<file path="src/rtl/bbg_pkg.sv">
// ----------------------------------------------------------------------------
// bbg_pkg
// Shared types, constants and arithmetic helpers of the 3x3 gray box blur.
// ----------------------------------------------------------------------------
package bbg_pkg;

  // Frame limits and derived widths
  localparam int MAX_WIDTH  = 2048;
  localparam int MAX_HEIGHT = 4096;
  localparam int COL_W      = $clog2(MAX_WIDTH);
  localparam int ROW_W      = $clog2(MAX_HEIGHT);

  // Field widths fixed by the interface
  localparam int IW_W   = 12;
  localparam int IH_W   = 13;
  localparam int PIX_W  = 8;
  localparam int Q_W    = 5;   // floor(gray/9) fits in 5 bits
  localparam int DATA_W = 32;
  localparam int ADDR_W = 3;

  // Register reset values
  localparam logic [IW_W-1:0] IMAGE_WIDTH_RST  = IW_W'(2048);
  localparam logic [IH_W-1:0] IMAGE_HEIGHT_RST = IH_W'(2048);

  // Job queue depth
  localparam int JQ_DEPTH = 4;

  // Line store word: {upper, middle}, each floor(gray/9)
  localparam int LS_W = 2 * Q_W;

  // Register indexes (word address)
  typedef enum logic {
    REG_IMAGE_WIDTH  = 1'b0,
    REG_IMAGE_HEIGHT = 1'b1
  } reg_idx_e;

  // Result slots an item can produce, in delivery order
  localparam int RES_PREV_ROW_PREV_COL = 0;
  localparam int RES_PREV_ROW_END_COL  = 1;
  localparam int RES_LAST_ROW_PREV_COL = 2;
  localparam int RES_LAST_ROW_END_COL  = 3;
  localparam int NUM_RES               = 4;

  typedef logic [Q_W-1:0] q_t;
  typedef q_t [2:0][2:0]  win_t;

  // Which neighbors exist for one result
  typedef struct packed {
    logic top;
    logic bot;
    logic lft;
    logic rgt;
  } bound_t;

  // One item's work handed from the front to the back
  typedef struct packed {
    win_t                 win;
    logic [NUM_RES-1:0]   mask;
    bound_t [NUM_RES-1:0] bounds;
    logic [ROW_W-1:0]     row;
    logic [COL_W-1:0]     col;
    logic                 fin;
  } job_t;

  // One result item
  typedef struct packed {
    logic [PIX_W-1:0] gray;
    logic [ROW_W-1:0] row;
    logic [COL_W-1:0] col;
    logic             last;
    logic             done;
  } res_t;

  // floor(x/9) for x < 256 via reciprocal 57/512
  function automatic q_t div9(input logic [PIX_W-1:0] x);
    logic [13:0] p;
    p = 14'(x) * 14'd57;
    return p[13:9];
  endfunction

  // floor((r+g+b)/3) via reciprocal 683/2048
  function automatic logic [PIX_W-1:0] gray3(input logic [PIX_W-1:0] r,
                                             input logic [PIX_W-1:0] g,
                                             input logic [PIX_W-1:0] b);
    logic [9:0]  s;
    logic [19:0] p;
    s = 10'(r) + 10'(g) + 10'(b);
    p = 20'(s) * 20'd683;
    return p[18:11];
  endfunction

endpackage

</file>
<file path="src/rtl/bbg_jobq.sv">
// ----------------------------------------------------------------------------
// bbg_jobq
// Short job queue between the front and the back.
// ----------------------------------------------------------------------------
module bbg_jobq (
  input  logic          clk_i,
  input  logic          rst_ni,
  input  logic          push_i,
  input  bbg_pkg::job_t data_i,
  output logic          ready_o,
  output logic          valid_o,
  output bbg_pkg::job_t data_o,
  input  logic          pop_i
);

  localparam int PTR_W = $clog2(bbg_pkg::JQ_DEPTH);
  localparam int CNT_W = $clog2(bbg_pkg::JQ_DEPTH + 1);

  bbg_pkg::job_t    mem_q [bbg_pkg::JQ_DEPTH];
  logic [PTR_W-1:0] wr_q, rd_q;
  logic [CNT_W-1:0] cnt_q, cnt_d;
  logic             do_push, do_pop;

  assign ready_o = cnt_q != CNT_W'(bbg_pkg::JQ_DEPTH);
  assign valid_o = cnt_q != '0;
  assign data_o  = mem_q[rd_q];
  assign do_push = push_i && ready_o;
  assign do_pop  = pop_i && valid_o;

  always_comb begin
    cnt_d = cnt_q;
    if (do_push && !do_pop) begin
      cnt_d = cnt_q + CNT_W'(1);
    end else if (do_pop && !do_push) begin
      cnt_d = cnt_q - CNT_W'(1);
    end
  end

  // Advance pointers and count
  always_ff @(posedge clk_i or negedge rst_ni) begin
    if (!rst_ni) begin
      wr_q  <= '0;
      rd_q  <= '0;
      cnt_q <= '0;
    end else begin
      cnt_q <= cnt_d;
      if (do_push) begin
        wr_q <= (int'(wr_q) == bbg_pkg::JQ_DEPTH - 1) ? '0 : wr_q + PTR_W'(1);
      end
      if (do_pop) begin
        rd_q <= (int'(rd_q) == bbg_pkg::JQ_DEPTH - 1) ? '0 : rd_q + PTR_W'(1);
      end
    end
  end

  // Store the job
  always_ff @(posedge clk_i) begin
    if (do_push) begin
      mem_q[wr_q] <= data_i;
    end
  end

endmodule

</file>
<file path="config.mk">
export PLATFORM = sky130hd
export DESIGN_NAME = bbg_jobq
export DESIGN_NICKNAME = d
export VERILOG_FILES = /design/src/rtl/bbg_pkg.sv /design/src/rtl/bbg_jobq.sv
export SDC_FILE = /design/constraint.sdc
export NUM_CORES = 1
export LEC_CHECK = 0
export BUFFER_PORTS_ARGS = -buffer_cell sky130_fd_sc_hd__buf_2
export CAP_MARGIN = 20
export CORE_ASPECT_RATIO = 0.8
export CORE_UTILIZATION = 50
export CTS_CLUSTER_DIAMETER = 40
export CTS_CLUSTER_SIZE = 10
export DETAILED_ROUTE_END_ITERATION = 10
export PLACE_DENSITY = 0.71
export SETUP_SLACK_MARGIN = 0.3
export SYNTH_ARGS = -nofsm -noshare
export SYNTH_HDL_FRONTEND = slang
export SYNTH_SLANG_ARGS = --single-unit
</file>
<file path="constraint.sdc">
create_clock -name clk_i -period 5.65 [get_ports clk_i]
set_input_delay 0.8475 -clock clk_i [delete_from_list [all_inputs] [get_ports clk_i]]
set_output_delay 0.8475 -clock clk_i [all_outputs]
set_load 0.02 [all_outputs]
</file>
==> impl_results.html <==
<table>
<tr><th>Metric</th><th>Value</th></tr>
<tr><th colspan="2">Global routing</th></tr>
<tr><td>Via count of the first global-routing pass</td><td>6661</td></tr>
<tr><td>Largest net degree at the start of global routing</td><td>66</td></tr>
<tr><td>Antenna violations before repair</td><td>7</td></tr>
<tr><td>First-pass GRT wire length</td><td>37.1 mm</td></tr>
<tr><td>Global route overflow</td><td>0</td></tr>
<tr><td>Total GRT Usage</td><td>18.5%</td></tr>
<tr><th colspan="2">Final layout</th></tr>
<tr><td>Fraction of final layout cells with drive strength greater than 1</td><td>46.9%</td></tr>
<tr><td>Most frequent cells in the layout</td><td>356 x edfxtp_1, 183 x buf_2, 89 x mux4_2, 46 x clkbuf_16, 7 x clkbuf_1</td></tr>
<tr><td>Area growth from synthesis to layout</td><td>20.0%</td></tr>
<tr><td>Most common cell after layout, fill and taps aside</td><td>edfxtp_1</td></tr>
<tr><td>Final Net Count</td><td>816</td></tr>
<tr><th colspan="2">Synth</th></tr>
<tr><td>Fraction of the mapped netlist area in compound gates</td><td>0%</td></tr>
<tr><td>Syn Std Cell Area</td><td>0.0132 sq mm</td></tr>
<tr><td>Synthesized netlist net count</td><td>601</td></tr>
<tr><td>XOR/XNOR share of the synthesized area</td><td>0.199%</td></tr>
<tr><td>Number of synthesis warnings</td><td>0</td></tr>
<tr><td>Yosys reg bits</td><td>363</td></tr>
<tr><td>Share of the yosys chip area belonging to registers</td><td>82.1%</td></tr>
<tr><td>Post-synthesis cell count</td><td>501</td></tr>
<tr><td>Syn_area_per_cell</td><td>26.4 sq um</td></tr>
<tr><td>Area fraction in and, or, nand and nor cells after synthesis</td><td>0.548%</td></tr>
<tr><td>Main combinational cell family by area after synthesis</td><td>multiplexers</td></tr>
<tr><td>Adder-cell share of the synthesized area</td><td>0.719%</td></tr>
<tr><td>Mux share of post-synthesis cell area</td><td>15.6%</td></tr>
<tr><td>Netlist cell types</td><td>20</td></tr>
<tr><th colspan="2">Critical path</th></tr>
<tr><td>Critical setup path kind</td><td>reg -&gt; out</td></tr>
<tr><td>Setup slack of the most critical reg-to-reg path</td><td>3.18 ns</td></tr>
<tr><td>Maximum fanout along the worst path</td><td>50</td></tr>
<tr><td>Worst EP required</td><td>4.80 ns</td></tr>
<tr><td>Highest cell delay on the worst timing path</td><td>0.82 ns</td></tr>
<tr><td>Cell type group with the largest total delay on the critical path</td><td>buffers and inverters</td></tr>
<tr><td>Master of the slowest instance on the critical path</td><td>dfrtp_4</td></tr>
<tr><td>Buffers plus inverters on the worst setup path</td><td>2</td></tr>
<tr><td>Logic depth of the worst register-to-register path</td><td>3</td></tr>
<tr><td>Number of cells on the critical path</td><td>3</td></tr>
<tr><td>End of the worst register-to-register path</td><td>mem_q[3][10]$_DFFE_PP_</td></tr>
<tr><td>Category of the worst setup path capture point</td><td>output pin</td></tr>
<tr><td>Critical Path Start Type</td><td>flop</td></tr>
<tr><td>Startpoint of the worst setup timing path</td><td>rd_q[1]$_DFFE_PN0P_</td></tr>
<tr><td>Ordered cell list for the critical path</td><td>buf_4 &gt; mux4_2 &gt; buf_2</td></tr>
<tr><td>Reg-to-Reg Start</td><td>cnt_q[2]$_DFFE_PN0P_</td></tr>
<tr><td>Crit path DAT</td><td>2.70 ns</td></tr>
<tr><td>Critical path capture point</td><td>data_o[79]</td></tr>
<tr><th colspan="2">Power and ir drop</th></tr>
<tr><td>Leak pwr</td><td>5.42 nW</td></tr>
<tr><td>Total power</td><td>8.94 mW</td></tr>
<tr><td>Worst voltage drop across the vdd grid</td><td>0.406 mV</td></tr>
<tr><td>Cell area power density</td><td>563 mW/mm^2</td></tr>
<tr><th colspan="2">STA</th></tr>
<tr><td>Actual slew at the worst max-slew pin</td><td>0.873 ns</td></tr>
<tr><td>Setup TNS</td><td>0 ns</td></tr>
<tr><td>Final period util</td><td>62.8%</td></tr>
<tr><td>Tightest slew margin relative to the limit</td><td>41.8%</td></tr>
<tr><td>Final min period</td><td>3.55 ns</td></tr>
<tr><td>Fin Clk Skew</td><td>0.0151 ns</td></tr>
<tr><td>Unrepaired setup endpoints after global routing</td><td>no</td></tr>
<tr><td>Maximum clock frequency</td><td>282 MHz</td></tr>
<tr><td>Number of pins exceeding their max-slew limit in the final report</td><td>0</td></tr>
<tr><td>Final setup violation count</td><td>0</td></tr>
<tr><td>Hold Violations, Final</td><td>0</td></tr>
<tr><th colspan="2">Clock tree</th></tr>
<tr><td>Worst-path clk slew</td><td>0.06 ns</td></tr>
<tr><td>Deepest clock path buffer count</td><td>3</td></tr>
<tr><td>Post CTS Setup Buffer Count</td><td>0</td></tr>
<tr><td>CTS Hold Buffers Added</td><td>0</td></tr>
<tr><td>CTS tree</td><td>built</td></tr>
<tr><td>Total clock sinks</td><td>363</td></tr>
<tr><td>Clock Root Buffer</td><td>clkbuf_16</td></tr>
<tr><td>Cells resized by post-CTS repair</td><td>0</td></tr>
<tr><td>TritonCTS Buffers</td><td>44</td></tr>
<tr><td>Clock insertion delay at the later pin of the skew report</td><td>0.52 ns</td></tr>
<tr><td>Depth of the CTS H-tree</td><td>2</td></tr>
<tr><th colspan="2">Detailed routing</th></tr>
<tr><td>Violation count after the first detailed-routing iteration</td><td>402</td></tr>
<tr><td>Via total after detailed routing</td><td>5984</td></tr>
<tr><td>DR WL/cell</td><td>22.5 um</td></tr>
<tr><td>Number of detailed-routing iterations run before antenna repair</td><td>4</td></tr>
<tr><td>Antenna-violating nets left</td><td>0</td></tr>
<tr><td>Number of vias per cell</td><td>5.51</td></tr>
<tr><td>DRC viols</td><td>0</td></tr>
<tr><td>Total routed wirelength</td><td>24.4 mm</td></tr>
<tr><th colspan="2">Placed design</th></tr>
<tr><td>Port Buffer Count</td><td>183</td></tr>
<tr><td>DP Wirelength</td><td>14.6 mm</td></tr>
<tr><td>Global placer's final weighted congestion</td><td>0.723</td></tr>
<tr><th colspan="2">Die</th></tr>
<tr><td>Top-Level Pins</td><td>184</td></tr>
<tr><td>Effective utilization at floorplan</td><td>51.6%</td></tr>
<tr><td>Die height</td><td>148 um</td></tr>
<tr><td>Row count</td><td>52</td></tr>
<tr><td>Area of the core</td><td>0.0256 sq mm</td></tr>
<tr><td>Area enclosed by the die boundary</td><td>0.0271 sq mm</td></tr>
<tr><td>Horizontal extent of the die</td><td>184 um</td></tr>
<tr><th colspan="2">Worst hold path</th></tr>
<tr><td>Worst min-delay path category</td><td>in -&gt; async</td></tr>
<tr><th colspan="2">Run</th></tr>
<tr><td>Max-cap viol count</td><td>0</td></tr>
<tr><th colspan="2">Outcome</th></tr>
<tr><td>Outcome</td><td>finished clean</td></tr>
</table>
metal layers:
layer  up-vias  wire length, um  track usage, %
li1       2592                -               -
met1      3121            10300            24.4
met2       215            11500            29.3
met3        50             2220            6.97
met4         6              375            4.71
met5         -               37               0
worst min path at each step:
stage,startpoint,to,slack [ns],cells after the start
after floorplan,cnt_q[2]$_DFFE_PN0P_,cnt_q[2]$_DFFE_PN0P_,0.45,1
after global placement,cnt_q[2]$_DFFE_PN0P_,cnt_q[2]$_DFFE_PN0P_,0.46,1
after detailed placement,cnt_q[2]$_DFFE_PN0P_,cnt_q[2]$_DFFE_PN0P_,0.49,1
after CTS,rst_ni,wr_q[0]$_DFFE_PN0P_,0.15,1
after global routing,rst_ni,wr_q[0]$_DFFE_PN0P_,0.16,1
final,rst_ni,wr_q[1]$_DFFE_PN0P_,0.16,1
area by class of cell:
type	instances	area [sq um]
antenna	5	12.5
clock buffer	54	1190
clock inverter	7	96.3
fill	1756	9760
inverter	3	11.3
multi-input combinational	115	2280
sequential	363	10900
tap	351	439
timing repair buffer	189	973
metrics by stage:
stage	hold WS [ns]	cells	worst slack, ns	cell area, sq um	util, %
global route	0.156	1082	1.95	15900	61.9
CTS	0.148	1082	2.06	15900	61.9
detailed placement	0.490	1021	2.61	14600	56.9
global placement	0.465	1021	2.62	14600	56.9
floorplan	0.447	501	3.23	13200	-
finish	0.162	1087	2.10	15900	61.9
report_power, final:
| part | switching [mW] | internal (mW) | total [mW] |
|---|---|---|---|
| Clock | 0.966 | 1.56 | 2.52 |
| Combinational | 1.54 | 1.07 | 2.61 |
| Sequential | 0.235 | 3.57 | 3.80 |
| Total | 2.74 | 6.20 | 8.94 |
cells in the mapped netlist:
cell type | number | area (sq um)
nand2_1 | 1 | 3.75
clkbuf_1 | 5 | 18.8
and3_2 | 4 | 30.0
buf_2 | 11 | 55.1
ha_1 | 6 | 75.1
nor2_1 | 3 | 11.3
xor2_1 | 2 | 17.5
dfrtp_1 | 7 | 175
edfxtp_1 | 356 | 10700
mux2_2 | 3 | 33.8
fa_1 | 1 | 20.0
mux2_4 | 2 | 30.0
buf_4 | 1 | 7.51
xnor2_1 | 1 | 8.76
and2_4 | 1 | 8.76
buf_1 | 3 | 11.3
mux4_2 | 89 | 2000
inv_1 | 3 | 11.3
or3_2 | 1 | 7.51
or3b_4 | 1 | 11.3
flip-flops by register name, summed over array words and instances, names as in the netlist:
register and cells:
rd_q 2, wr_q 2, mem_q 356, cnt_q 3
cell families (layout without fill, tap and decap cells):
kind of cell  Yosys count  in the layout
xor+xnor                3              3
fa+ha+maj               7              7
buf+inv                23            253
flops                 363            363
mux                    94             94
other cells             0              5
simple gates           11             11
No activity file was read; power rests on OpenSTA's default activity.
