## src/rtl/bbg_pkg.sv

```systemverilog
// ----------------------------------------------------------------------------
// bbg_pkg
// Shared types, constants and arithmetic helpers of the 3x3 gray box blur.
// ----------------------------------------------------------------------------
package bbg_pkg;

  // Frame limits and derived widths
  localparam int MAX_WIDTH  = 2048;
  localparam int MAX_HEIGHT = 4096;
  localparam int COL_W      = $clog2(MAX_WIDTH);
  localparam int ROW_W      = $clog2(MAX_HEIGHT);

  // Field widths fixed by the interface
  localparam int IW_W   = 12;
  localparam int IH_W   = 13;
  localparam int PIX_W  = 8;
  localparam int Q_W    = 5;   // floor(gray/9) fits in 5 bits
  localparam int DATA_W = 32;
  localparam int ADDR_W = 3;

  // Register reset values
  localparam logic [IW_W-1:0] IMAGE_WIDTH_RST  = IW_W'(2048);
  localparam logic [IH_W-1:0] IMAGE_HEIGHT_RST = IH_W'(2048);

  // Job queue depth
  localparam int JQ_DEPTH = 4;

  // Line store word: {upper, middle}, each floor(gray/9)
  localparam int LS_W = 2 * Q_W;

  // Register indexes (word address)
  typedef enum logic {
    REG_IMAGE_WIDTH  = 1'b0,
    REG_IMAGE_HEIGHT = 1'b1
  } reg_idx_e;

  // Result slots an item can produce, in delivery order
  localparam int RES_PREV_ROW_PREV_COL = 0;
  localparam int RES_PREV_ROW_END_COL  = 1;
  localparam int RES_LAST_ROW_PREV_COL = 2;
  localparam int RES_LAST_ROW_END_COL  = 3;
  localparam int NUM_RES               = 4;

  typedef logic [Q_W-1:0] q_t;
  typedef q_t [2:0][2:0]  win_t;

  // Which neighbors exist for one result
  typedef struct packed {
    logic top;
    logic bot;
    logic lft;
    logic rgt;
  } bound_t;

  // One item's work handed from the front to the back
  typedef struct packed {
    win_t                 win;
    logic [NUM_RES-1:0]   mask;
    bound_t [NUM_RES-1:0] bounds;
    logic [ROW_W-1:0]     row;
    logic [COL_W-1:0]     col;
    logic                 fin;
  } job_t;

  // One result item
  typedef struct packed {
    logic [PIX_W-1:0] gray;
    logic [ROW_W-1:0] row;
    logic [COL_W-1:0] col;
    logic             last;
    logic             done;
  } res_t;

  // floor(x/9) for x < 256 via reciprocal 57/512
  function automatic q_t div9(input logic [PIX_W-1:0] x);
    logic [13:0] p;
    p = 14'(x) * 14'd57;
    return p[13:9];
  endfunction

  // floor((r+g+b)/3) via reciprocal 683/2048
  function automatic logic [PIX_W-1:0] gray3(input logic [PIX_W-1:0] r,
                                             input logic [PIX_W-1:0] g,
                                             input logic [PIX_W-1:0] b);
    logic [9:0]  s;
    logic [19:0] p;
    s = 10'(r) + 10'(g) + 10'(b);
    p = 20'(s) * 20'd683;
    return p[18:11];
  endfunction

endpackage

```

## src/rtl/bbg_back.sv

```systemverilog
// ----------------------------------------------------------------------------
// bbg_back
// Expands each job into its results, one filtered pixel per cycle while the
// output buffer has room, and buffers them for the result side.
// ----------------------------------------------------------------------------
module bbg_back (
  input  logic                        clk_i,
  input  logic                        rst_ni,
  input  logic                        job_valid_i,
  input  bbg_pkg::job_t               job_i,
  output logic                        job_pop_o,
  output logic                        empty,
  input  logic                        pop,
  output logic [bbg_pkg::PIX_W-1:0]   blurred_gray_o,
  output logic [bbg_pkg::ROW_W-1:0]   out_row_o,
  output logic [bbg_pkg::COL_W-1:0]   out_col_o,
  output logic                        last_of_run_o,
  output logic                        frame_done_o
);

  localparam int NR    = bbg_pkg::NUM_RES;
  localparam int ROW_W = bbg_pkg::ROW_W;
  localparam int COL_W = bbg_pkg::COL_W;

  logic [NR-1:0]   done_q, done_d;
  logic [NR-1:0]   rem, sel;
  logic            issue, last;
  logic            cr_hi, cc_hi;
  bbg_pkg::bound_t bd;
  bbg_pkg::q_t     up [3];
  bbg_pkg::q_t     mid [3];
  bbg_pkg::q_t     dn [3];
  bbg_pkg::q_t     t [9];
  logic [1:0]      ci, li;
  logic [bbg_pkg::PIX_W-1:0] sum;
  bbg_pkg::res_t   res;

  bbg_pkg::res_t ob_q [2];
  logic          ob_wr_q, ob_rd_q;
  logic [1:0]    ob_cnt_q, ob_cnt_d;
  logic          ob_pop;

  // Pick the next result of the head job
  assign rem   = job_i.mask & ~done_q;
  assign sel   = rem & (~rem + NR'(1));
  assign last  = (rem & ~sel) == '0;
  assign issue = job_valid_i && (ob_cnt_q != 2'd2);
  assign job_pop_o = issue && last;

  always_comb begin
    done_d = done_q;
    if (issue) begin
      done_d = last ? '0 : (done_q | sel);
    end
  end

  // Locate the center in the window
  assign cr_hi = sel[bbg_pkg::RES_LAST_ROW_PREV_COL] | sel[bbg_pkg::RES_LAST_ROW_END_COL];
  assign cc_hi = sel[bbg_pkg::RES_PREV_ROW_END_COL]  | sel[bbg_pkg::RES_LAST_ROW_END_COL];
  assign ci    = cc_hi ? 2'd2 : 2'd1;
  assign li    = cc_hi ? 2'd1 : 2'd0;

  always_comb begin
    bd = '0;
    for (int k = 0; k < NR; k++) begin
      if (sel[k]) begin
        bd = bd | job_i.bounds[k];
      end
    end
  end

  always_comb begin
    for (int c = 0; c < 3; c++) begin
      up[c]  = cr_hi ? job_i.win[1][c] : job_i.win[0][c];
      mid[c] = cr_hi ? job_i.win[2][c] : job_i.win[1][c];
      dn[c]  = job_i.win[2][c];
    end
  end

  // Select the nine taps with edge replacement
  always_comb begin
    t[4] = mid[ci];
    t[1] = bd.top ? up[ci] : mid[ci];
    t[7] = bd.bot ? dn[ci] : mid[ci];
    if (bd.lft) begin
      t[3] = mid[li];
      t[0] = bd.top ? up[li] : mid[ci];
      t[6] = bd.bot ? dn[li] : mid[ci];
    end else begin
      t[3] = mid[ci];
      t[0] = mid[ci];
      t[6] = t[7];
    end
    if (bd.rgt) begin
      t[5] = mid[2];
      t[2] = bd.top ? up[2] : mid[ci];
      t[8] = bd.bot ? dn[2] : mid[ci];
    end else begin
      t[5] = mid[ci];
      t[2] = mid[ci];
      t[8] = t[7];
    end
  end

  // Sum the nine pre-divided taps
  always_comb begin
    sum = '0;
    for (int k = 0; k < 9; k++) begin
      sum = sum + bbg_pkg::PIX_W'(t[k]);
    end
  end

  always_comb begin
    res.gray = sum;
    res.row  = cr_hi ? job_i.row : job_i.row - ROW_W'(1);
    res.col  = cc_hi ? job_i.col : job_i.col - COL_W'(1);
    res.last = last;
    res.done = last && job_i.fin;
  end

  // Two-entry output buffer
  assign empty  = ob_cnt_q == 2'd0;
  assign ob_pop = pop && !empty;

  always_comb begin
    ob_cnt_d = ob_cnt_q;
    if (issue && !ob_pop) begin
      ob_cnt_d = ob_cnt_q + 2'd1;
    end else if (ob_pop && !issue) begin
      ob_cnt_d = ob_cnt_q - 2'd1;
    end
  end

  always_ff @(posedge clk_i or negedge rst_ni) begin
    if (!rst_ni) begin
      done_q   <= '0;
      ob_wr_q  <= 1'b0;
      ob_rd_q  <= 1'b0;
      ob_cnt_q <= 2'd0;
    end else begin
      done_q   <= done_d;
      ob_cnt_q <= ob_cnt_d;
      if (issue) begin
        ob_wr_q <= ~ob_wr_q;
      end
      if (ob_pop) begin
        ob_rd_q <= ~ob_rd_q;
      end
    end
  end

  // Hold the filtered result
  always_ff @(posedge clk_i) begin
    if (issue) begin
      ob_q[ob_wr_q] <= res;
    end
  end

  assign blurred_gray_o = ob_q[ob_rd_q].gray;
  assign out_row_o      = ob_q[ob_rd_q].row;
  assign out_col_o      = ob_q[ob_rd_q].col;
  assign last_of_run_o  = ob_q[ob_rd_q].last;
  assign frame_done_o   = ob_q[ob_rd_q].done;

endmodule

```

## config.mk

```make
export PLATFORM = sky130hd
export DESIGN_NAME = bbg_back
export DESIGN_NICKNAME = d
export VERILOG_FILES = /design/src/rtl/bbg_pkg.sv /design/src/rtl/bbg_back.sv
export SDC_FILE = /design/constraint.sdc
export NUM_CORES = 1
export LEC_CHECK = 0
export ABC_AREA = 1
export BUFFER_PORTS_ARGS = -buffer_cell sky130_fd_sc_hd__buf_4
export CAP_MARGIN = 20
export CELL_PAD_IN_SITES_DETAIL_PLACEMENT = 1
export CELL_PAD_IN_SITES_GLOBAL_PLACEMENT = 2
export CORE_ASPECT_RATIO = 0.75
export CORE_MARGIN = 1.5
export CORE_UTILIZATION = 32
export DETAILED_ROUTE_END_ITERATION = 10
export GPL_TIMING_DRIVEN = 1
export PLACE_DENSITY = 0.92
export SLEW_MARGIN = 15
export SYNTH_ARGS = -nofsm -noshare
export SYNTH_HDL_FRONTEND = slang
export SYNTH_SLANG_ARGS = --single-unit
```

## constraint.sdc

```tcl
create_clock -name clk_i -period 5.52 [get_ports clk_i]
set_input_delay 1.656 -clock clk_i [delete_from_list [all_inputs] [get_ports clk_i]]
set_output_delay 1.656 -clock clk_i [all_outputs]
set_load 0.02 [all_outputs]
```

==> results of run 1 <==
==> cell type report <==
type / instances / area [µm²] / share of cell area
multi-input combinational: 581 / 3670 / 0.4224
sequential: 74 / 2182 / 0.2512
timing repair buffer: 220 / 1815 / 0.2090
clock buffer: 9 / 225.2 / 0.02593
tap: 247 / 309.0 / 0.03558
clock inverter: 7 / 68.82 / 0.007922
inverter: 104 / 416.7 / 0.04796
==> final timing paths <==
check	start	endpoint	slack, ns
worst max-delay path	job_i[40]	ob_q[0][31]	-0.13
worst min-delay path	ob_cnt_q[0]	ob_cnt_q[0]	0.56
worst max register to register	done_q[2]	ob_q[0][31]	0.71
worst min register to register	ob_cnt_q[0]	ob_cnt_q[0]	0.56
max in group asynchronous	rst_ni	ob_rd_q	4.26
min in group asynchronous	rst_ni	done_q[0]	1.12
==> through the flow <==
stage / cell area (µm²) / cells / util
after detailed placement: 7725 / 1197 / 0.4198
after global placement: 7725 / 1197 / 0.4198
after global routing: 8687 / 1242 / 0.4721
final: 8687 / 1242 / 0.4721
after CTS: 8439 / 1229 / 0.4587
after floorplan: 6102 / 780 / -
==> worst max-delay path: stages <==
cell	delay, ns
buf_12	0.12
nand2_8	0.10
nand3_4	0.10
nor2_4	0.22
nand2_2	0.11
nand2_4	0.14
clkinvlp_4	0.15
buf_4	0.16
nand2_1	0.06
nand2_1	0.05
nand2_1	0.09
fa_1	0.46
fa_1	0.43
inv_1	0.09
fa_1	0.42
inv_2	0.07
fa_2	0.43
inv_2	0.08
ha_4	0.15
inv_2	0.04
fa_2	0.37
o21ai_2	0.14
xor2_1	0.18
==> flip-flops by register name, indices dropped and copies added, names as in the netlist <==
name,cells
done_q,4
ob_cnt_q,2
ob_q,66
ob_rd_q,1
ob_wr_q,1
==> cells in the mapped netlist, types with 2 or more instances <==
| master | n |
|---|---|
| a21oi_1 | 11 |
| and2_4 | 2 |
| buf_2 | 7 |
| buf_4 | 4 |
| buf_6 | 4 |
| clkbuf_1 | 7 |
| dfrtp_1 | 8 |
| edfxtp_1 | 66 |
| fa_1 | 33 |
| ha_1 | 13 |
| inv_1 | 97 |
| inv_2 | 5 |
| nand2_1 | 314 |
| nand2_2 | 9 |
| nand2_4 | 4 |
| nand3_1 | 43 |
| nand3_2 | 3 |
| nand4_1 | 7 |
| nor2_1 | 53 |
| nor2_4 | 4 |
| nor3_1 | 3 |
| o211ai_1 | 6 |
| o21ai_0 | 29 |
| o21ai_1 | 15 |
| o21ai_2 | 2 |
| xnor2_1 | 5 |
| xor2_1 | 17 |
==> logic make-up after synthesis <==
kind of cell	count (synthesis)	synth area share
AO/OA/AOI/OAI	64	0.05925
XOR/XNOR	22	0.03224
adder cells (fa/ha/maj)	46	0.1378
buffers and inverters	126	0.08857
flip-flops	74	0.3652
AND/OR/NAND/NOR	448	0.3170
==> per-layer routing <==
metal / part of all wire / up-vias / track usage
met5: 0 / - / 0
met1: 0.47 / 2851 / 0.2843
met2: 0.47 / 146 / 0.3531
met4: 0.010 / 0 / 0.04514
met3: 0.052 / 13 / 0.03008
li1: - / 2883 / -
==> timing repair <==
action,4_1_cts,5_1_grt
endpoints found under the setup margin,10,10
resized for setup,75,29
pin swaps,32,16
buffers inserted,14,10
cloned,2,1
hold endpoints to repair,0,0
==> flow_summary.yaml, run 1 <==
critical_path:
  reg2reg_depth: 21
  arrival_ns: 5.83
  critPathKind: "primary input to flop"
  path_max_fanout: 6
  crit_required_ns: 5.69
  critical_path.endpoint_type: "flop"
  worst_setup_path_start_kind: "primary input"
die:
  fp.dieH_um: 121.3
  coreArea_um2: 18400
  fp.dieArea_um2: 19510
  initial_core_util: 0.3248
  boundaryPins: 128
  num_rows: 43
  die_w_um: 160.8
cells_and_area:
  diodes: 0
  area_delta_synth_final_pct: 45.37
  final_common_cell: "nand2_1"
  layout.nets: 1129
  final_cell_mix: "294 x nand2_1, 198 x buf_4, 83 x inv_1, 66 x edfxtp_1, 43 x nor2_1"
  drive_above_1_share: 0.3477
  fill_cells: 2254
yosys:
  synth_edf_count: 66
  syn_inst: 780
  ys_async_sr_fraction: 0.1081
  synth_cell_types: 36
  ys_seq_area_frac: 0.3652
  syn-mean-instance-area_um2: 7.661
  synth_area_leader_cell: "edfxtp_1"
  ys_warn_count: 0
  synth_fp_nets: 919
  ys_ff_latch: 74
  ys_top_cells_by_area: "edfxtp_1 33%, nand2_1 20%, fa_1 11%"
  netlist_area_um2: 5976
  netlist.area_leader.share: 0.3317
  ys.flop_type: "edfxtp_1"
clock_tree:
  cts_buffer_depth: 2
  clkTransAtPathRegs_ns: 0.06
  cts_tree: "built"
  clock_latency_ns: 0.34
  htreeDepth: 3
  numClockSinks: 74
  cts_buffers: 9
  cts_hold_buf: 0
  cts_root_buf: "clkbuf_16"
global_route:
  grt_use_total: 0.2088
  grt_pass1_wl_um: 31630
  grt_pass1_vias: 6129
  grt_max_degree: 35
  overflow: 0
  antenna_found_initial: 0
sta:
  hold_viol: 0
  holdWs_ns: 0.5555
  tightest_slew_ns: 1.038
  final.setup.worst_slack_ns: -0.1344
  rsz0062_at_grt: "yes"
  max_freq_mhz: 176.9
  fin_crit_sh: 1.024
  clock_skew_ns: 0.006199
  relSlewSlack: 0.3062
  setup_viol: 10
  setup_tns_ns: -0.7782
  slew_violations: 0
  finalCriticalPeriod_ns: 5.654
placement:
  pre_cts_slack_ns: -0.6225
  gp_congestion: 0.8827
  io_buffers: 127
  dp_hpwl_um: 14860
run:
  drv_cap: 0
routing:
  ant_nets: 0
  drc: 0
  dr.pass1.iters: 4
  first_iter_violations: 215
  wirelength_um: 19530
  vias_per_cell: 4.745
  via_count: 5893
  wl_per_cell_um: 15.72
outcome:
  violations: "negative setup slack"
  status: "finished with violations"
min_path:
  hp-class: "flop to flop"
  hold_depth: 1
Power of run 1 is left out: the tool's default activity adds up to more than one toggle a clock period on the data nets, which glitch-free logic cannot reach.
==> inputs of run 2 (changes only) <==
--- a/config.mk
+++ b/config.mk
@@ -11,11 +11,11 @@
 export CELL_PAD_IN_SITES_DETAIL_PLACEMENT = 1
 export CELL_PAD_IN_SITES_GLOBAL_PLACEMENT = 2
 export CORE_ASPECT_RATIO = 0.75
-export CORE_MARGIN = 1.5
 export CORE_UTILIZATION = 32
 export DETAILED_ROUTE_END_ITERATION = 10
 export GPL_TIMING_DRIVEN = 1
 export PLACE_DENSITY = 0.92
+export SETUP_SLACK_MARGIN = 0.05
 export SLEW_MARGIN = 15
 export SYNTH_ARGS = -nofsm -noshare
 export SYNTH_HDL_FRONTEND = slang
==> run 2 against run 1 <==
  * The flow still finishes with violations (negative setup slack)
  * Die area down 1.4%
  * Setup slack worse by 0.081 ns
  * Register-to-register slack worse by 0.09 ns
  * Worst hold slack better by 0.023 ns
  * Sequential cell count unchanged
  * Non-clock buffer count up 1
  * First-iteration DRC count up 25%
  * Final cell count down 0.48%
  * Clock skew about the same
  * Sequential share of layout area down 0.27 points
  * Critical endpoint is now ob_q[1][31]
==> flow_summary.yaml, run 2 (synthesis results as in run 1) <==
outcome:
  status: "finished with violations"
  violations: "negative setup slack"
cells_and_area:
  area_delta_synth_final_pct: 46.94
  finalInstanceArea_um2: 8781
  largest_reg_flops: 66
  final_common_cell: "nand2_1"
  drive_above_1_share: 0.3571
  regArea_um2: 2182
  multi_input_area_um2: 3670
  reg_top3: "ob_q (66), done_q (4), ob_cnt_q (2)"
  fill_cells: 2183
  diodes: 0
  largest_register: "ob_q"
  final_cell_mix: "288 x nand2_1, 194 x buf_4, 80 x inv_1, 66 x edfxtp_1, 46 x nor2_1"
  layout.nets: 1129
routing:
  dr.pass1.iters: 4
  ant_nets: 0
  via_count: 5857
  vias_per_cell: 4.739
  first_iter_violations: 269
  wl_per_cell_um: 16.00
  wirelength_um: 19780
  drc: 0
die:
  boundaryPins: 128
  num_rows: 42
  fp.dieH_um: 120.3
  fp.dieArea_um2: 19230
  coreArea_um2: 17970
  die_w_um: 159.8
  initial_core_util: 0.3325
sta:
  setup_tns_ns: -1.519
  final.setup.worst_slack_ns: -0.2157
  rsz0062_at_grt: "yes"
  finalCriticalPeriod_ns: 5.736
  setup_viol: 10
  relSlewSlack: 0.3039
  tightest_slew_ns: 1.042
  fin_crit_sh: 1.039
  clock_skew_ns: 0.006637
  max_freq_mhz: 174.3
  slew_violations: 0
  hold_viol: 0
clock_tree:
  cts_buffer_depth: 2
  cts_hold_buf: 0
  numClockSinks: 74
  htreeDepth: 3
  clkTransAtPathRegs_ns: 0.06
  cts_buffers: 9
  clock_latency_ns: 0.35
  cts_root_buf: "clkbuf_16"
  cts_tree: "built"
critical_path:
  arrival_ns: 5.91
  path_max_fanout: 6
  crit_family: "adder cells"
  cp-startpoint: "job_i[41]"
  max_stage_delay_ns: 0.52
  crit_slowest_cell: "fa_1"
  critical_path.endpoint_type: "flop"
  timing.rr.start: "done_q[1]"
  critPathKind: "primary input to flop"
  cp.buffers_inverters: 8
  crit_required_ns: 5.69
  worst_setup_path_start_kind: "primary input"
placement:
  place_area_um2: 7819
  io_buffers: 127
  dp_hpwl_um: 15110
  gp_congestion: 0.8273
global_route:
  grtUsageMet1: 0.2720
  met3_usage: 0.03328
  grt_busiest_layer: "met2"
  grt_use_total: 0.2113
  use_met2: 0.3731
  overflow: 0
  antenna_found_initial: 0
  grt_pass1_vias: 6289
  grt_max_degree: 35
  grt_pass1_wl_um: 31550
min_path:
  hold_path.startpoint: "ob_cnt_q[1]"
  hp-class: "flop to flop"
run:
  drv_cap: 0
==> run 2: cell count changes in the layout (fill, tap and decap cells not counted), sizes merged <==
cell | before | now
buf | 220 | 221
bufinv | 1 | 2
clkinvlp | 3 | 1
nand2 | 328 | 327
==> run 2: stage by stage <==
stage	setup slack [ns]	utilization	std cells	hold slack, ns
floorplan	-0.09233	-	780	0.4889
global placement	-0.5838	0.4339	1196	0.5323
detailed placement	-0.6751	0.4350	1198	0.5740
CTS	-0.1277	0.4763	1229	0.5818
global route	-0.3891	0.4886	1236	0.6069
finish	-0.2157	0.4886	1236	0.5784
==> run 2: worst paths after layout <==
check / slack, ns / cells past startpoint / endpoint
setup / recovery: -0.22 / 25 / ob_q[1][31]
hold / removal: 0.58 / 2 / ob_cnt_q[1]
setup reg to reg: 0.62 / 23 / ob_q[1][31]
hold reg to reg: 0.58 / 2 / ob_cnt_q[1]
max in group asynchronous: 4.27 / 1 / ob_cnt_q[0]
min in group asynchronous: 1.12 / 1 / ob_cnt_q[1]
==> run 2: repair_timing <==
action	4_1_cts	5_1_grt
resized for setup	73	36
pin swaps	37	30
endpoints found under the setup margin	10	10
setup buffers	14	6
gates cloned	2	0
==> run 2: layout make-up <==
| cell class | count | area share |
|---|---|---|
| multi-input cells | 580 | 0.4179 |
| flip-flops and latches | 74 | 0.2485 |
| repair buffers | 221 | 0.2156 |
| inverters | 104 | 0.04745 |
| well taps | 242 | 0.03448 |
| clock buffers | 9 | 0.02565 |
| clock inverters | 6 | 0.01040 |
==> run 2: metal layers <==
| layer | vias to the layer above | share of wire |
|---|---|---|
| met5 | - | 0 |
| met1 | 2801 | 0.45 |
| met3 | 23 | 0.042 |
| li1 | 2876 | - |
| met2 | 157 | 0.49 |
| met4 | 0 | 0.016 |
==> run 2: worst register-to-register path: stages, from the launching register on <==
cell and delay (ns):
dfrtp_1 0.37, inv_1 0.18, nand2_8 0.12, buf_4 0.17, nand3_4 0.09, nor2_1 0.06, nor2_2 0.16, nand2_4 0.12
buf_4 0.18, a21oi_1 0.14, nand2_1 0.08, nand2_1 0.08, fa_1 0.41, inv_1 0.09, fa_1 0.45, fa_1 0.55
inv_2 0.05, fa_2 0.44, inv_2 0.08, ha_4 0.14, inv_2 0.04, fa_2 0.38, o21ai_2 0.17, xor2_1 0.20
Power of run 2 is left out for the same reason.
==> inputs of run 3 (changes only) <==
--- a/config.mk
+++ b/config.mk
@@ -5,16 +5,16 @@
 export SDC_FILE = /design/constraint.sdc
 export NUM_CORES = 1
 export LEC_CHECK = 0
-export ABC_AREA = 1
 export BUFFER_PORTS_ARGS = -buffer_cell sky130_fd_sc_hd__buf_4
 export CAP_MARGIN = 20
 export CELL_PAD_IN_SITES_DETAIL_PLACEMENT = 1
 export CELL_PAD_IN_SITES_GLOBAL_PLACEMENT = 2
 export CORE_ASPECT_RATIO = 0.75
-export CORE_UTILIZATION = 32
+export CORE_MARGIN = 2
+export CORE_UTILIZATION = 36
 export DETAILED_ROUTE_END_ITERATION = 10
 export GPL_TIMING_DRIVEN = 1
-export PLACE_DENSITY = 0.92
+export PLACE_DENSITY_LB_ADDON = 0.25
 export SETUP_SLACK_MARGIN = 0.05
 export SLEW_MARGIN = 15
 export SYNTH_ARGS = -nofsm -noshare
==> run 3 against run 2 <==
  * The flow still finishes with violations (negative setup slack)
  * Wire length fell by 9.1%
  * Global-route usage up 0.33 points
  * Critical path type unchanged
  * Die area is 12% lower
  * Worst hold slack got worse by 0.037 ns
  * Sequential share of layout area rose by 1.4 points
  * Clock skew rose by 0.0016 ns
  * Register-to-register slack worse by 0.27 ns
  * Final area is 5.4% lower
  * First-iteration DRC count increased by 0.37%
  * Core utilization rose by 5.0 points
  * Via count shrank 17%
==> flow_summary.yaml, run 3 <==
critical_path:
  arrival_ns: 6.17
  crit_required_ns: 5.58
  timing.rr.start: "done_q[2]"
  reg2reg_depth: 19
  critPathKind: "primary input to flop"
  r2r_end: "ob_q[0][31]"
  path_max_fanout: 7
  worst_setup_path_start_kind: "primary input"
  critical_path.endpoint_type: "flop"
  r2r_slack_ns: 0.35
cells_and_area:
  diodes: 0
  layout.nets: 853
  largest_reg_flops: 66
  regArea_um2: 2182
  multi_input_area_um2: 3550
  reg_top3: "ob_q (66), done_q (4), ob_cnt_q (2)"
  drive_above_1_share: 0.4771
  finalInstanceArea_um2: 8304
  largest_register: "ob_q"
  final_common_cell: "buf_4"
  area_delta_synth_final_pct: 44.50
  fin_cells: 924
  final_cell_mix: "216 x buf_4, 66 x edfxtp_1, 45 x inv_1, 42 x mux2i_1, 38 x mux2_2"
  fill_cells: 1680
die:
  fp.dieH_um: 113.4
  boundaryPins: 128
  die_w_um: 149.9
  fp.dieArea_um2: 17000
  initial_core_util: 0.3727
  num_rows: 39
  coreArea_um2: 15420
global_route:
  grt_pass1_vias: 5280
  overflow: 0
  antenna_found_initial: 0
  grt_pass1_wl_um: 28010
  grt_use_total: 0.2146
  grt_max_degree: 34
yosys:
  netlist_area_um2: 5747
  synth_edf_count: 66
  ys_top_cells_by_count: "66 x edfxtp_1, 52 x inv_1, 46 x mux2i_1"
  netlist.area_leader.share: 0.3449
  synth.most_common_cell: "edfxtp_1"
  syn-mean-instance-area_um2: 11.56
  ys_seq_area_frac: 0.3797
  synth_cell_types: 57
  synth_area_leader_cell: "edfxtp_1"
  ys.flop_type: "edfxtp_1"
  syn_inst: 497
  synth_fp_nets: 636
  ys_ff_latch: 74
  ys_warn_count: 0
  ys_async_sr_fraction: 0.1081
  ys_top_cells_by_area: "edfxtp_1 34%, fa_1 11%, mux2i_1 8.0%"
sta:
  final.setup.worst_slack_ns: -0.5861
  slew_violations: 0
  clock_skew_ns: 0.008188
  finalCriticalPeriod_ns: 6.106
  rsz0062_at_grt: "yes"
  hold_viol: 0
  relSlewSlack: 0.2989
  tightest_slew_ns: 1.052
  holdWs_ns: 0.5413
  setup_viol: 10
  max_freq_mhz: 163.8
  setup_tns_ns: -4.696
  fin_crit_sh: 1.106
routing:
  wl_per_cell_um: 19.45
  drc: 0
  ant_nets: 0
  vias_per_cell: 5.231
  dr.pass1.iters: 4
  wirelength_um: 17970
  first_iter_violations: 270
  via_count: 4833
outcome:
  status: "finished with violations"
  violations: "negative setup slack"
clock_tree:
  cts_buffer_depth: 2
  cts_root_buf: "clkbuf_16"
  htreeDepth: 3
  cts_tree: "built"
  numClockSinks: 74
  clkTransAtPathRegs_ns: 0.06
  clock_latency_ns: 0.33
  cts_hold_buf: 0
  cts_buffers: 9
min_path:
  hold_end: "done_q[3]"
  hold_depth: 1
  hp-class: "flop to flop"
  hold_path.startpoint: "done_q[3]"
placement:
  gp_congestion: 0.8520
  dp.cells: 887
  io_buffers: 127
  dp_hpwl_um: 13100
  place_area_um2: 7501
run:
  drv_cap: 0
-- run 3: cell count changes after synthesis, sizes merged, moves of 8 or more --
cell    before  now
a222oi       0    8
nand2      327   29
nand3       46   14
mux2i        0   46
nor2        58   20
xor2        17    7
mux2         0   40
inv        103   52
o21ai       46   17
xnor2        5   23
-- run 3: worst max-delay path by stage --
stage	startpoint	to	slack, ns	cells past startpoint
floorplan	job_i[42]	ob_q[0][31]	-0.76	19
global placement	job_i[43]	ob_q[0][31]	-1.03	20
detailed placement	job_i[43]	ob_q[1][32]	-1.15	15
CTS	job_i[42]	ob_q[1][32]	-0.61	20
global route	job_i[41]	ob_q[1][32]	-0.76	20
finish	job_i[41]	ob_q[1][32]	-0.59	18
-- run 3: area by class of cell --
type                       instances  area share
multi-input combinational        348      0.4275
sequential                        74      0.2628
timing repair buffer             229      0.2180
tap                              205     0.03089
clock buffer                      10     0.02757
inverter                          52     0.02350
clock inverter                     6    0.009794
-- run 3: kinds of logic (layout without fill, tap and decap cells) --
logic type,after synthesis,after routing,synth area share
AO/OA/AOI/OAI,79,80,0.1058
flip-flops,74,74,0.3797
AND/OR/NAND/NOR,98,98,0.08861
multiplexers,91,93,0.1781
adder cells (fa/ha/maj),47,47,0.1450
XOR/XNOR,30,30,0.04572
buffers and inverters,78,297,0.05704
-- run 3: critical path: stages --
cell and delay (ns):
buf_8 0.07, or2b_4 0.31, o211ai_4 0.10, buf_12 0.16, buf_4 0.12, mux4_2 0.60, o21a_1 0.24, fa_1 0.51
inv_1 0.05, fa_1 0.46, fa_1 0.51, fa_1 0.55, inv_1 0.07, ha_4 0.25, a21oi_2 0.15, o21bai_1 0.08
a21oi_1 0.16, xnor2_1 0.12
-- run 3: metal layers --
layer | vias up | routed length [µm] | global-route usage
li1 | 2242 | - | -
met1 | 2439 | 8077 | 0.2884
met2 | 138 | 8715 | 0.3589
met3 | 14 | 1016 | 0.05040
met4 | 0 | 161 | 0.04025
met5 | - | 0 | 0
-- run 3: through the flow --
step,util,setup WS [ns]
floorplan,-,-0.7637
global placement,0.4864,-1.028
detailed placement,0.4864,-1.152
CTS,0.5247,-0.6064
global route,0.5385,-0.7562
finish,0.5385,-0.5861
-- run 3: repair_timing --
action,4_1_cts,5_1_grt
gates cloned,3,0
setup buffers,11,8
resized for setup,29,36
pin swaps,6,18
endpoints found under the setup margin,12,12
Power of run 3 is left out for the same reason.
